==> config.mk <==
export PLATFORM = sky130hd
export DESIGN_NAME = gws_queue
export DESIGN_NICKNAME = d
export VERILOG_FILES = /design/src/gws_pkg.sv /design/src/gws_queue.sv
export SDC_FILE = /design/constraint.sdc
export NUM_CORES = 1
export LEC_CHECK = 0
export BUFFER_PORTS_ARGS = -buffer_cell sky130_fd_sc_hd__buf_2
export CORE_ASPECT_RATIO = 0.8
export CORE_MARGIN = 2
export CORE_UTILIZATION = 50
export DETAILED_ROUTE_END_ITERATION = 8
export GPL_ROUTABILITY_DRIVEN = 0
export GPL_TIMING_DRIVEN = 0
export PLACE_DENSITY = 0.76
export SLEW_MARGIN = 20
export SYNTH_ARGS = -nofsm -noshare
export SYNTH_HDL_FRONTEND = slang
export SYNTH_SLANG_ARGS = --single-unit
export TNS_END_PERCENT = 30
==> constraint.sdc <==
create_clock -name clk -period 23 [get_ports clk]
set_clock_uncertainty 0.05 [all_clocks]
set_input_delay 2.3 -clock clk [delete_from_list [all_inputs] [get_ports clk]]
set_output_delay 2.3 -clock clk [all_outputs]
set_load 0.02 [all_outputs]
==> src/gws_pkg.sv <==
`timescale 1ns / 1ps

package gws_pkg;

    // Input sample and group count widths
    localparam int VALUE_BITS = 16;
    localparam int COUNT_BITS = 16;
    localparam logic [17:0] COUNT_MAX = 18'((1 << COUNT_BITS) - 1);

    // Closed-group queue between front and back
    localparam int QDEPTH = 2;
    localparam int QAW    = (QDEPTH > 1) ? $clog2(QDEPTH) : 1;

    // Shared shift-add multiplier
    localparam int WIDE  = 256;
    localparam int MB    = 128;
    localparam int NBW   = 7;

    // Multiplier bit counts for each operand kind (two's complement widths)
    localparam logic [NBW-1:0] NB_COUNT = 7'd18;
    localparam logic [NBW-1:0] NB_SUM1  = 7'd33;
    localparam logic [NBW-1:0] NB_THIRD = 7'd100;
    localparam logic [NBW-1:0] NB_CUBE  = 7'd50;
    localparam logic [NBW-1:0] NB_SCALE = 7'd80;

    // Division and square root
    localparam int QUO_BITS = 62;
    localparam logic [5:0] DIV_LAST_STEP  = 6'd61;
    localparam logic [5:0] SQRT_LAST_STEP = 6'd31;
    localparam logic [63:0] SQ_ONE_INIT   = 64'h4000_0000_0000_0000;

    localparam logic [31:0] SKEW_POS_MAX = 32'h7FFF_FFFF;
    localparam logic [31:0] SKEW_NEG_MAX = 32'h8000_0000;

    typedef enum logic [1:0] {
        ST_OK   = 2'd0,
        ST_FEW  = 2'd1,
        ST_FLAT = 2'd2,
        ST_OVF  = 2'd3
    } status_t;

    // Snapshot of one closed group
    typedef struct packed {
        logic        [31:0] key;
        logic        [16:0] count;
        logic signed [32:0] s1;
        logic signed [47:0] s2;
        logic signed [62:0] s3;
        logic               ovf;
    } snap_t;

    typedef struct packed {
        logic            start;
        logic [WIDE-1:0] a;
        logic [MB-1:0]   b;
        logic [NBW-1:0]  nb;
    } mul_req_t;

    typedef struct packed {
        logic            busy;
        logic            done;
        logic [WIDE-1:0] prod;
    } mul_rsp_t;

    typedef enum logic [4:0] {
        BS_IDLE,
        BS_CHECK,
        BS_P,
        BS_T,
        BS_A,
        BS_ZERO,
        BS_C,
        BS_W,
        BS_U,
        BS_V,
        BS_B,
        BS_ABS,
        BS_B2,
        BS_M2,
        BS_M3,
        BS_NN,
        BS_E,
        BS_E2,
        BS_D,
        BS_DIV0,
        BS_DIV,
        BS_SQRT,
        BS_OUT
    } bstate_t;

endpackage

==> src/gws_queue.sv <==
`timescale 1ns / 1ps

module gws_queue
(
    input  logic           clk,
    input  logic           rst_n,
    input  logic           push,
    input  gws_pkg::snap_t push_data,
    output logic           full,
    input  logic           pop,
    output gws_pkg::snap_t head,
    output logic           nonempty
);

    gws_pkg::snap_t          mem_reg [gws_pkg::QDEPTH];
    logic [gws_pkg::QAW-1:0] wr_ptr_reg;
    logic [gws_pkg::QAW-1:0] rd_ptr_reg;
    logic [gws_pkg::QAW:0]   count_reg;

    assign full     = count_reg == (gws_pkg::QAW+1)'(gws_pkg::QDEPTH);
    assign nonempty = count_reg != '0;
    assign head     = mem_reg[rd_ptr_reg];

    // Pointers and fill level
    always_ff @(posedge clk or negedge rst_n)
    begin
        if (!rst_n)
        begin
            wr_ptr_reg <= '0;
            rd_ptr_reg <= '0;
            count_reg  <= '0;
        end
        else
        begin
            if (push)
            begin
                wr_ptr_reg <= (wr_ptr_reg == gws_pkg::QAW'(gws_pkg::QDEPTH - 1)) ?
                              '0 : wr_ptr_reg + 1'b1;
            end
            if (pop)
            begin
                rd_ptr_reg <= (rd_ptr_reg == gws_pkg::QAW'(gws_pkg::QDEPTH - 1)) ?
                              '0 : rd_ptr_reg + 1'b1;
            end
            if (push && !pop)
            begin
                count_reg <= count_reg + 1'b1;
            end
            else if (pop && !push)
            begin
                count_reg <= count_reg - 1'b1;
            end
        end
    end

    always_ff @(posedge clk)
    begin
        if (push)
        begin
            mem_reg[wr_ptr_reg] <= push_data;
        end
    end

endmodule

==> results.py <==
metrics = {
    "setup_path": {
        "cp_cell_sequence": "buf_6 -> buf_6 -> buf_6 -> mux2_4 -> buf_2",
        "worstPathRequired_ns": 20.65,
        "regToRegEndpoint": "mem_reg[0][135]",
        "cp_common_cell": "buf_6",
        "cp_top_family": "buffers and inverters",
        "max_stage_delay_ns": 0.34,
        "critPathMaxFanout": 10,
        "end_kind": "primary output",
        "r2r-start": "wr_ptr_reg",
        "cp.depth": 5,
        "worstSetupPathType": "reg2out",
        "crit_slowest_cell": "dfrtp_1",
        "reg2reg_depth": 5,
        "cp_num_buf_inv": 4,
        "critPathArrivalTime_ns": 1.94,
        "ff2ff_setup_slack_ns": 20.76,
        "start_kind": "flip-flop",
        "critPathLaunch": "rd_ptr_reg",
    },
    "logic_synthesis": {
        "yosys_warnings": 0,
        "ys_types": 14,
        "synthTopCellsByCount": "388 x edfxtp_1, 150 x mux2_4, 44 x mux2_2",
        "ys_ff_latch": 392,
        "synth.most_common_cell": "edfxtp_1",
        "synth_top_cell_by_area": "edfxtp_1",
        "synthFlopType": "edfxtp_1",
        "synth_top_area_share": 0.787,
        "synth-seq-area-share": 0.793,
        "synthTopCellsByArea": "edfxtp_1 79%, mux2_4 15%, mux2_2 3.3%, buf_6 1.4%, dfrtp_1 0.68%",
        "synth_edf_count": 388,
        "syn-cell-area_um2": 14800,
        "synth_cells": 620,
        "synth_nets": 819,
        "synthArstFlopShare": 0.0102,
        "syn_avg_cell_area_um2": 23.9,
    },
    "clocking": {
        "cts_max_path_buffers": 3,
        "post_cts_buffers": 0,
        "path_clk_slew_ns": 0.06,
        "htree_levels": 2,
        "hold_buffers": 0,
        "cts_inserted_buffers": 38,
        "cts_sinks": 392,
        "cts_tree": "built",
        "clk_latency_ns": 0.52,
        "cts_resized": 0,
        "root_buffer": "clkbuf_16",
    },
    "floorplan": {
        "start_util": 0.507,
        "num_rows": 56,
        "die_h_um": 158,
        "dieArea_um2": 31000,
        "dieWidth_um": 196,
        "io-pin-count": 394,
        "fp.coreArea_um2": 29200,
    },
    "timing": {
        "final.setup.tns_ns": 0,
        "hold_viol": 0,
        "rsz0062_at_grt": "no",
        "hold_ws_ns": 0.439,
        "layout_min_cycle_time_ns": 4.29,
        "setup_viol": 0,
        "fmax_mhz": 233,
        "timing.final.ws_setup_ns": 18.71,
        "period_share": 0.186,
        "slew_headroom": 0.512,
        "worstMarginPinSlew_ns": 0.731,
        "maxSlewViolCount": 0,
    },
    "global_routing": {
        "grt_antenna_before_repair": 10,
        "grtUsageTotal": 0.186,
        "grt_first_pass_wirelength_um": 43300,
        "gr-total-overflow": 0,
        "grt_pass1_vias": 7609,
        "grt_max_degree": 53,
    },
    "pwr": {
        "power-per-cell-area_nw_per_um2": 132,
        "clkPwrFrac": 0.246,
        "ir_drop_mv": 0.0811,
        "power_frac_comb": 0.358,
        "p_switching_mw": 0.776,
        "p_int_mw": 1.70,
        "power_mw": 2.47,
        "swShare": 0.314,
        "leakage_nw": 7.54,
        "seqPwrFrac": 0.396,
    },
    "drt": {
        "wl_per_cell_um": 20.2,
        "drtIter0Drc": 355,
        "wl_um": 29800,
        "drt_pass1_iterations": 4,
        "vias": 7313,
        "drcViolationCount": 0,
        "avgViaCountPerCell": 4.95,
        "final_antenna_net_count": 0,
    },
    "placed_design": {
        "dp_hpwl_um": 21000,
        "port_buffers": 393,
        "post-place-cells": 1402,
        "place_ws_ns": 18.67,
    },
    "flow_run": {
        "cap_violations": 0,
    },
    "min_path": {
        "hold_class": "reg2reg",
        "min_path_cells": 1,
        "min_to": "count_reg[1]",
        "hold_start": "count_reg[1]",
    },
    "finish": {
        "synthToLayoutAreaGrowth_pct": 26.9,
        "drive_above_1_share": 0.618,
        "stdcell_count": 1478,
        "nNetsFinal": 1264,
        "largest_register_ffs": 388,
    },
    "outcome": {
        "outcome": "complete, no violations",
    },
}
[layout make-up]
class,instances,area (µm²)
fill,2014,10400
inverter,1,3.75
tap,377,472
timing repair buffer,405,2250
buffer,22,223
multi-input combinational,205,2840
clock buffer,47,1050
antenna,7,17.5
clock inverter,22,178
sequential,392,11800
[power by group through the flow]
stage | clock network, mW | registers, mW | logic (mW)
after detailed placement | 0 | 0.994 | 0.898
after floorplan | 0 | 1.02 | 0.616
final | 0.607 | 0.978 | 0.886
after global placement | 0 | 1.05 | 0.858
after CTS | 0.624 | 0.980 | 0.900
after global routing | 0.649 | 0.989 | 0.936
[metal layers]
layer  GRT usage  routed length (µm)  vias to the layer above
li1            -                   -                     3383
met1       0.217               11500                     3571
met2       0.320               14900                      304
met3      0.0724                2920                       51
met4      0.0563                 581                        4
met5           0                  31                        -
[placed cells by master (no fill, tap or decap)]
cell	Yosys	routed
and2_4	0	1
buf_12	0	6
buf_16	0	6
buf_2	4	397
buf_6	18	18
bufinv_16	0	3
clkbuf_1	0	6
clkbuf_16	0	41
clkinv_1	0	11
clkinv_2	0	6
clkinv_4	0	1
clkinvlp_4	0	1
dfrtp_1	4	4
diode_2	0	7
edfxtp_1	388	388
ha_1	1	1
inv_1	1	1
mux2_2	44	44
mux2_4	150	150
nor2_1	1	1
nor2b_1	2	1
nor2b_4	0	1
or2_2	1	1
xnor2_1	1	1
xor2_1	4	4
[per-stage QoR]
| stage | util | area, µm² |
|---|---|---|
| floorplan | - | 14800 |
| global placement | 0.590 | 17200 |
| detailed placement | 0.600 | 17500 |
| CTS | 0.642 | 18800 |
| global route | 0.643 | 18800 |
| finish | 0.643 | 18800 |
[worst max-delay path by stage]
| stage | to | slack [ns] |
|---|---|---|
| 2_1_floorplan | mem_reg[0][0] | 11.51 |
| 3_3_place_gp | mem_reg[0][40] | 6.34 |
| 3_5_place_dp | mem_reg[0][35] | 18.67 |
| 4_1_cts | head[62] | 18.64 |
| 5_1_grt | head[62] | 18.61 |
| 6_report | head[54] | 18.71 |
[cell families after synthesis]
| logic type | count (synthesis) | share of synthesized area |
|---|---|---|
| flip-flops | 392 | 0.793 |
| multiplexers | 194 | 0.186 |
| buffers and inverters | 23 | 0.0153 |
| XOR/XNOR | 5 | 0.00296 |
| AND/OR/NAND/NOR | 5 | 0.00194 |
| adder cells (fa/ha/maj) | 1 | 0.000845 |
(Power assumes the default switching activity.)
